[src/sv/gbd_ram.sv]
// Generic single-write, single-read synchronous RAM with registered read data.
module gbd_ram #(
	parameter int WIDTH = 8,
	parameter int DEPTH = 16
) (
	input  logic                                   clk,
	input  logic                                   we,
	input  logic [(DEPTH > 1 ? $clog2(DEPTH) : 1)-1:0] waddr,
	input  logic [WIDTH-1:0]                       wdata,
	input  logic [(DEPTH > 1 ? $clog2(DEPTH) : 1)-1:0] raddr,
	output logic [WIDTH-1:0]                       rdata
);

	logic [WIDTH-1:0] mem [DEPTH];

	// Write port
	always_ff @(posedge clk) begin
		if (we) begin
			mem[waddr] <= wdata;
		end
	end

	// Registered read port
	always_ff @(posedge clk) begin
		rdata <= mem[raddr];
	end

endmodule

[config.mk]
export PLATFORM = sky130hd
export DESIGN_NAME = gbd_ram
export DESIGN_NICKNAME = d
export VERILOG_FILES = /design/src/sv/gbd_ram.sv
export SDC_FILE = /design/constraint.sdc
export NUM_CORES = 1
export LEC_CHECK = 0
export BUFFER_PORTS_ARGS = -buffer_cell sky130_fd_sc_hd__buf_2
export CORE_UTILIZATION = 40
export CTS_CLUSTER_SIZE = 30
export DETAILED_ROUTE_END_ITERATION = 6
export PLACE_DENSITY_LB_ADDON = 0.25
export SKIP_LAST_GASP = 1
export SLEW_MARGIN = 20
export SYNTH_ARGS = -nofsm -noshare
export SYNTH_HDL_FRONTEND = slang
export SYNTH_SLANG_ARGS = --single-unit
[constraint.sdc]
create_clock -name clk -period 2.1 [get_ports clk]
set_input_delay 0.105 -clock clk [delete_from_list [all_inputs] [get_ports clk]]
set_output_delay 0.105 -clock clk [all_outputs]
set_load 0.05 [all_outputs]
[Word level (Yosys, flattened, before mapping)]
Memory sizes are Yosys's and may differ from the RTL's. A register that Yosys moved wholly into a read port is not among the register bits.
Cells that the tools add are included.
Storage, ports and cells
  memories: 1
  register bits after elaboration: 0
  input bits: 18
  word-level logic and storage cells: 3
  memory bits (writable): 128
  output and inout port bits: 8
Cells by class
  multiplexer cells: 2
Memory list
  mem: depth 16, bits a word 8, read ports 1, clocked after Yosys merged registers in 1, write ports 1, RTL line 14  | logic [WIDTH-1:0] mem [DEPTH];
Operator list (number)
  $mux W1: 2

[Logic depth before layout (Yosys ltp)]
Gate-level depths: netlist of run 1.
  depth after elaboration: 2
  mapped depth: 5
  mapped depth without buffers: 3

[Worst setup path after synthesis of run 1]
Ideal clock, no wire load.
  kind: input to register
  start: input waddr[2] in the netlist's numbering
  end: memory mem[0][0], enable pin
  slack: 502 ps
  arrival: 1215 ps
  stages on the path: 2
  buffers on the path: 0
  path through: or3b_2 -> nor3_1
RTL lines
  from (decl): RTL line 8  | input logic [(DEPTH > 1 ? $clog2(DEPTH) : 1)-1:0] waddr,
  to (decl): RTL line 14
No word-level cell before the write port.

==> out/summary.md, run 1 <==
From synthesis to final layout, the design area changed by 20.9%. The tools report the clock tree root buffer cell as sky130_fd_sc_hd__clkbuf_16. The number of warning messages in the yosys log is 0, and the register bit total from synthesis is 136. The final routed wire length divided by cell count works out to 21.4 um. The via count of the first global-routing pass is 2461.

The remaining global-route overflow is 0, and the transition time at the pin with the least slew margin is 0.675 ns. For this run, the detailed router's first-pass iteration total came to 4. Clock tree synthesis found a total of 136 sinks.

Measured against its own limit, the worst slew margin works out to 54.9%. For this run, design rule violations remaining after detail routing come to 0. The total area inside the core boundary comes to 0.0126 mm^2. The count of final hold-check violations was 0; the required time reported for the critical path endpoint was 2.39 ns. Aggregate global-route resource usage: 16.8%. The floorplan step defined a die boundary enclosing 0.0133 mm^2. The peak supply drop was 0.000517 V. Setup violations remaining at the end of the flow were counted as 0. The final critical-path share of the clock period is 66.1%, and the power density normalized to cell area is 1060 mW/mm^2.

The row count is 41, and the post-CTS resize count is 0. In the post-synthesis netlist, the biggest area contributors are sky130_fd_sc_hd__edfxtp_1 75%, sky130_fd_sc_hd__mux4_2 7.9%, sky130_fd_sc_hd__mux4_1 7.1%. The count of nets left with antenna violations once routing finished came out at 0. The multi-input combinational cells in the finished layout cover a total of 0.00106 mm^2. The count of input and output buffers works out to 25. Counting every net in the synthesized netlist gives 247. The clock edge transition at the registers on the reported setup and hold paths works out to 0.06 ns.

Clock tree synthesis inserted a total of 17 buffers. Entering global routing, the biggest net connects 33 pins. The longest clock path from root to sink contains 2 buffers.

The tools report the element type at the critical path end as a register. The synthesized design devotes to its leading area cell type 74.7% of total area. The total of fill cells in the finished design is 1015. Max-cap violations in this run came to 0. Measured along the y axis, the die boundary spans 115 um.

Synthesis instantiated 19 different standard cells from the library. The final layout contains 300 nets. For the number of standard cells after synthesis, the log shows 229.

The routed via count is 2415. The detailed router finished its first iteration with 100 violations. The worst setup path is launched from a register.

The number of setup buffers added after CTS is 0. Summed over all instances, the cell type with the most area after synthesis is sky130_fd_sc_hd__edfxtp_1. Sequential elements use 77.8% of the synthesized area. Leakage power: 0.00212 uW. Setup repair after global routing left no endpoint under its margin.

During I/O placement, the number of pins put on the boundary was 26. After layout, the minimum clock period comes to 1.39 ns. In the final timing run, aggregate negative setup slack is 0 ns.

The run gives 0.00581 ns as the maximum clock skew at final layout. CTS built an H-tree with a depth of 4. The first global-routing pass estimated 15000 um of wire.

After legalization and detailed placement, the total HPWL measured 6110 um. After detailed routing, the total wire length is 10000 um. The path class of the tightest hold or removal check is in2reg. Arrival time at the worst endpoint: 1.67 ns. The kind of critical path was reg2reg.

In this run the horizontal extent of the chip is 115 um. Using the TritonRoute via totals, the vias-per-cell ratio works out to 5.17. Registers take 0.00400 mm^2. The maximum fanout along the worst path is 1. The flow ran to the end, and the final reports show no timing, DRC or antenna violations. The post-route netlist has 32.2% of its cells at a drive strength greater than 1.

The logs give 0.00515 mm^2 for the summed instance area of the synthesized netlist and 0 for the post-cts hold buffer count. Based on the critical path, the design can be clocked at up to 720 MHz. The final antenna diode count came out at 0. The average instance in the mapped netlist occupies 22.5 um^2. The initial antenna violation count is 0. TritonCTS built the clock tree. The logs give 0 for the number of max-slew violations in the final report and 41.0% for the effective utilization at floorplan.

At the end of routability-driven placement, the weighted congestion stood at 0.712. The final core utilization is 49.5%, and the latest clock arrival within the worst-skew pair is 0.41 ns.
report_power, final:
group          internal [uW]  switching (uW)
logic                    122             216
clock network           2160            1060
registers               3040            20.1
total                   5320            1300
cell usage after synthesis:
| cell | instances |
|---|---|
| sky130_fd_sc_hd__edfxtp_1 | 128 |
| sky130_fd_sc_hd__mux4_2 | 18 |
| sky130_fd_sc_hd__a22oi_1 | 16 |
| sky130_fd_sc_hd__mux4_1 | 14 |
| sky130_fd_sc_hd__nor2_1 | 13 |
| sky130_fd_sc_hd__nand2_1 | 9 |
| sky130_fd_sc_hd__dfxtp_1 | 8 |
| sky130_fd_sc_hd__nor3_1 | 4 |
| sky130_fd_sc_hd__buf_2 | 3 |
| sky130_fd_sc_hd__buf_6 | 3 |
| sky130_fd_sc_hd__clkdlybuf4s25_2 | 3 |
| sky130_fd_sc_hd__nand2b_1 | 2 |
| sky130_fd_sc_hd__nand3b_1 | 2 |
| sky130_fd_sc_hd__and2_1 | 1 |
| sky130_fd_sc_hd__and2b_1 | 1 |
| sky130_fd_sc_hd__buf_4 | 1 |
| sky130_fd_sc_hd__nand3_1 | 1 |
| sky130_fd_sc_hd__nor2b_1 | 1 |
| sky130_fd_sc_hd__or3b_2 | 1 |
layout by cell type (no fill, tap or decap):
cell / count
sky130_fd_sc_hd__edfxtp_1: 128
sky130_fd_sc_hd__buf_2: 25
sky130_fd_sc_hd__mux4_2: 18
sky130_fd_sc_hd__clkbuf_16: 17
sky130_fd_sc_hd__buf_4: 17
sky130_fd_sc_hd__a22oi_1: 16
sky130_fd_sc_hd__mux4_1: 14
sky130_fd_sc_hd__nor2_1: 13
sky130_fd_sc_hd__nand2_1: 9
sky130_fd_sc_hd__dfxtp_1: 8
sky130_fd_sc_hd__bufinv_16: 5
sky130_fd_sc_hd__clkinv_2: 5
sky130_fd_sc_hd__nor3_1: 4
sky130_fd_sc_hd__nand3b_1: 2
sky130_fd_sc_hd__nand2b_1: 2
sky130_fd_sc_hd__clkbuf_8: 2
sky130_fd_sc_hd__clkinvlp_4: 2
sky130_fd_sc_hd__buf_12: 2
sky130_fd_sc_hd__nor2b_1: 1
sky130_fd_sc_hd__and2_1: 1
sky130_fd_sc_hd__and2b_1: 1
sky130_fd_sc_hd__nand3_1: 1
sky130_fd_sc_hd__or3b_2: 1
sky130_fd_sc_hd__inv_6: 1
cells by family (layout without fill, tap and decap cells):
kind of cell / after synthesis / count (layout) / share of synthesized area [%]
buf+inv: 10 / 76 / 1.68
mux: 32 / 32 / 15.0
flops: 136 / 136 / 77.8
compound gates: 16 / 16 / 2.33
simple gates: 35 / 35 / 3.18
stage by stage:
stage / instance area (um^2) / worst slack (ns) / total power, uW / hold slack [ns] / std cells
after CTS: 6220 / 0.723 / 6670 / 0.0739 / 467
final: 6220 / 0.711 / 6620 / 0.0821 / 467
after floorplan: 5150 / 0.502 / 3320 / 0.204 / 229
after global placement: 5570 / 0.509 / 3450 / 0.491 / 435
after global routing: 6220 / 0.686 / 6800 / 0.0820 / 467
after detailed placement: 5570 / 0.504 / 3460 / 0.507 / 435
sequential cells by signal, summed over array words and instances (netlist names):
name and flops:
mem 128, rdata 8
worst paths after layout:
check	slack (ns)	cells after the start	startpoint	to
worst max-delay path	0.71	3	mem[10][1]	rdata[1]
worst min-delay path	0.08	1	wdata[6]	mem[0][6]
worst max register to register	0.71	3	mem[10][1]	rdata[1]
worst min register to register	0.67	3	mem[4][3]	rdata[3]
critical path: stages (launching register included):
cell	delay, ns
sky130_fd_sc_hd__edfxtp_1	0.37
sky130_fd_sc_hd__mux4_1	0.50
sky130_fd_sc_hd__a22oi_1	0.32
sky130_fd_sc_hd__nand2_1	0.08
metal layers:
metal | vias to the layer above | GRT usage [%] | share of wire (%)
met5 | - | 0 | 0
met4 | 0 | 5.97 | 1.2
met2 | 52 | 26.3 | 50
met3 | 9 | 5.33 | 5.3
met1 | 1274 | 22.2 | 44
li1 | 1080 | - | -
layout make-up:
class | count | area share (%)
tap | 172 | 3.46
multi-input combinational | 83 | 17.0
clock buffer | 19 | 7.28
sequential | 136 | 64.4
clock inverter | 13 | 3.20
timing repair buffer | 44 | 4.71
No activity file was read; power rests on OpenSTA's default activity.
==> run 2: changes to the inputs <==
clock period = 1.1 ns   (was 2.1 ns; I/O delays follow)
==> run 2 against run 1 <==
  * Sequential power up 91%
  * Core utilization up 2.2 points
  * Clock-buffer cell count down 2
  * First-iteration DRC count rose to 2.6 times the previous value
  * Combinational power up 130%
  * The run now ends with setup timing left
  * Worst setup slack worse by 0.88 ns
  * Via count up 2.4%
  * Wire length down 2.1%
  * Power up 95%
==> out/summary.md, run 2 (same netlist as run 1, synthesis figures left out) <==
The run finished, with violations left. The final reports fail on setup timing. The final critical-path share of the clock period is 116% (+50 points).

The vertical die dimension is 115 um (unchanged), and the post-cts hold buffer count is 0 (unchanged). The die span in x works out to 115 um (unchanged). The leakage power is 0.00219 uW (+3.1%).

The count of final hold-check violations came out at 0 (unchanged). For the internal power of the cells, the log shows 10400 uW (+95%). Setup repair after global routing could not meet its margin everywhere. The placement-stage cell area was 0.00578 mm^2 (+3.8%); the depth of the most critical reg-to-reg path was 3 (unchanged). The tools report the net switching component of the power as 2550 uW (+97%).

The worst flop-to-flop path startpoint is mem[8][7]. Number of clock buffers inserted by TritonCTS: 17 (unchanged). For the max-cap violation count, the log shows 0 (unchanged).

Remaining global-route overflow: 0 (unchanged). The run gives 0 (unchanged) as the number of antenna-violating nets in the routed design. The tools report the arrival time at the worst endpoint as 1.56 ns (-0.11 ns). The fraction of power consumed by combinational cells was 5.9% (+0.8 points).

The power share of the clock group was 48.9% (+0.2 points). The number of top-level pins is 26 (unchanged). The run gives 982 (-3.3%) as the total of fill cells in the finished design. The tools report the slack of the worst reg-to-reg path as -0.17 ns (-0.88 ns). The logs give 30.8% (-24 points) for the relative max-transition margin and 16.7% (-0.089 points) for the aggregate global-route resource usage. The tools report the detailed-route wire length as 9790 um (-2.1%). The worst setup path is captured at a register. The via count of the first global-routing pass was 2590 (+5.2%); the timing-limited maximum frequency was 785 MHz (+9.1%). The final core utilization came out at 51.7% (+2.2 points). The pre-CTS setup slack is -0.442 ns (-0.946 ns), and the number of buffers between clock root and the deepest sink is 2 (unchanged).

The worst setup path is launched from a register. The area growth from synthesis to layout is 26.3%. The logs give 318 (+6.0%) for the layout net count and 0 (unchanged) for the initial antenna violation count. The worst register-to-register path ends at rdata[7]. Post-DP HPWL: 6410 um (+4.9%). For the number of clock sinks seen by CTS, the log shows 136 (unchanged). The number of max-slew violations in the final report was 0 (unchanged); the die area was 0.0133 mm^2 (unchanged). The pin count of the biggest net entering global routing is 23 (-30%). The final design area excluding fillers is 0.00650 mm^2 (+4.5%), and the effective utilization at floorplan is 41.0% (unchanged). The flip-flop count of the largest register, all copies and words added came out at 128 (unchanged). The final period demand of the worst path was 1.27 ns (-0.116 ns); the first-pass iteration count of the detailed router was 4 (unchanged). The final antenna diode count is 0 (unchanged), and the count of input and output buffers is 25 (unchanged). The final routed wire length divided by cell count was 20.2 um (-5.8%).

The library cells used most frequently in the layout, excluding fill and tap cells, are 128 x sky130_fd_sc_hd__edfxtp_1, 32 x sky130_fd_sc_hd__mux4_2, 30 x sky130_fd_sc_hd__buf_4. Top register by number of flip-flops: mem. Clock edge transition at the registers on the reported setup and hold paths: 0.06 ns (about the same). The run gives 41 (unchanged) as the row count. CTS placed an instance of sky130_fd_sc_hd__clkbuf_16 at the clock tree root. The final weighted congestion in routability-driven placement came out at 0.719 (+0.98%).

The core footprint was 0.0126 mm^2 (unchanged); the depth of the CTS H-tree was 4 (unchanged). The critical path is of the reg2reg type. The first-pass GRT wire length is 15100 um (+0.73%). The worst setup slack after layout was -0.173 ns (-0.884 ns); the power density normalized to cell area was 1990 mW/mm^2 (+87%). Required time reported for the critical path endpoint: 1.39 ns (-1.00 ns). The peak supply drop is 0.00125 V (+140%). The path class of the tightest hold or removal check is in2reg. The tools report the end point of the critical path as rdata[7]. The latest clock arrival within the worst-skew pair came out at 0.41 ns (about the same). The commonest non-fill, non-tap cell in the layout is sky130_fd_sc_hd__edfxtp_1.

The maximum fanout along the worst path was 1 (unchanged). The start point of the critical path is mem[8][7]. The share of total power in sequential cells was 45.1% (-1.1 points); the maximum clock skew at final layout was 0.00467 ns (-0.00114 ns).

The run gives 0 (unchanged) as the detailed-route DRC error count. Transition time at the pin with the least slew margin: 1.04 ns (+0.361 ns). TritonCTS built the clock tree. The largest registers in the layout are mem x128, rdata x8. The count of final setup violators is 8 (+8). The sum of negative setup slack came out at -1.15 ns (-1.15 ns).

Routed via count: 2474 (+2.4%). The fraction of power spent switching nets works out to 19.8% (+0.13 points). The count of routing violations after the opening detailed-route iteration was 261 (+160%); the proportion of layout cells with a drive suffix above 1 was 46.3% (+14 points). The number of setup buffers added after CTS came out at 0 (unchanged). The via density per instance was 5.10 (-1.4%).
==> run 2: cell count changes in the layout (fill, tap and decap cells not counted), sizes merged <==
cell,previous run,this run
bufinv,5,6
clkbuf,19,17
inv,1,0
clkinv,5,6
clkinvlp,2,3
buf,44,62
==> run 2: per-layer routing <==
metal	part of all wire, %	GRT usage [%]	vias up
met5	0	0	-
met4	1.2	5.19	0
met3	6.7	4.45	9
met2	52	27.9	84
met1	41	21.4	1277
li1	-	-	1104
==> run 2: power groups by stage <==
stage / Combinational, uW / Clock (uW) / Sequential, uW
after floorplan: 324 / 0 / 6050
after global placement: 734 / 0 / 5940
after detailed placement: 744 / 0 / 5940
after CTS: 778 / 6400 / 5830
after global routing: 824 / 6610 / 5840
final: 767 / 6330 / 5830
==> run 2: repair_timing <==
item,CTS,global route
pin swaps,3,5
resized for setup,15,3
setup endpoints to repair,10,8
endpoints found under the hold margin,0,0
==> run 2: stage by stage <==
| stage | hold WS, ns | total power (uW) | cells |
|---|---|---|---|
| 2_1_floorplan | 0.154 | 6370 | 229 |
| 3_3_place_gp | 0.445 | 6670 | 453 |
| 3_5_place_dp | 0.452 | 6680 | 453 |
| 4_1_cts | 0.0214 | 13000 | 485 |
| 5_1_grt | 0.0311 | 13300 | 485 |
| 6_report | 0.0319 | 12900 | 485 |
==> run 2: worst min path at each step <==
stage | depth (start not counted) | endpoint | startpoint | slack (ns)
final | 1 | mem[14][0] | wdata[0] | 0.03
after global routing | 1 | mem[7][0] | wdata[0] | 0.03
after CTS | 1 | mem[7][0] | wdata[0] | 0.02
after detailed placement | 1 | mem[14][0] | wdata[0] | 0.45
after global placement | 1 | mem[14][0] | wdata[0] | 0.44
after floorplan | 0 | mem[0][0] | wdata[0] | 0.15
==> run 2: area by class of cell <==
type	count	area (um^2)	area share, %
clock buffer	17	425	6.54
multi-input combinational	83	1100	16.9
timing repair buffer	62	512	7.87
clock inverter	15	251	3.87
tap	172	215	3.31
sequential	136	4000	61.6
==> run 2: critical path, cell delays in order (launching register included) <==
cell	delay (ns)
sky130_fd_sc_hd__edfxtp_1	0.38
sky130_fd_sc_hd__mux4_2	0.48
sky130_fd_sc_hd__a22oi_2	0.20
sky130_fd_sc_hd__nand2_1	0.10
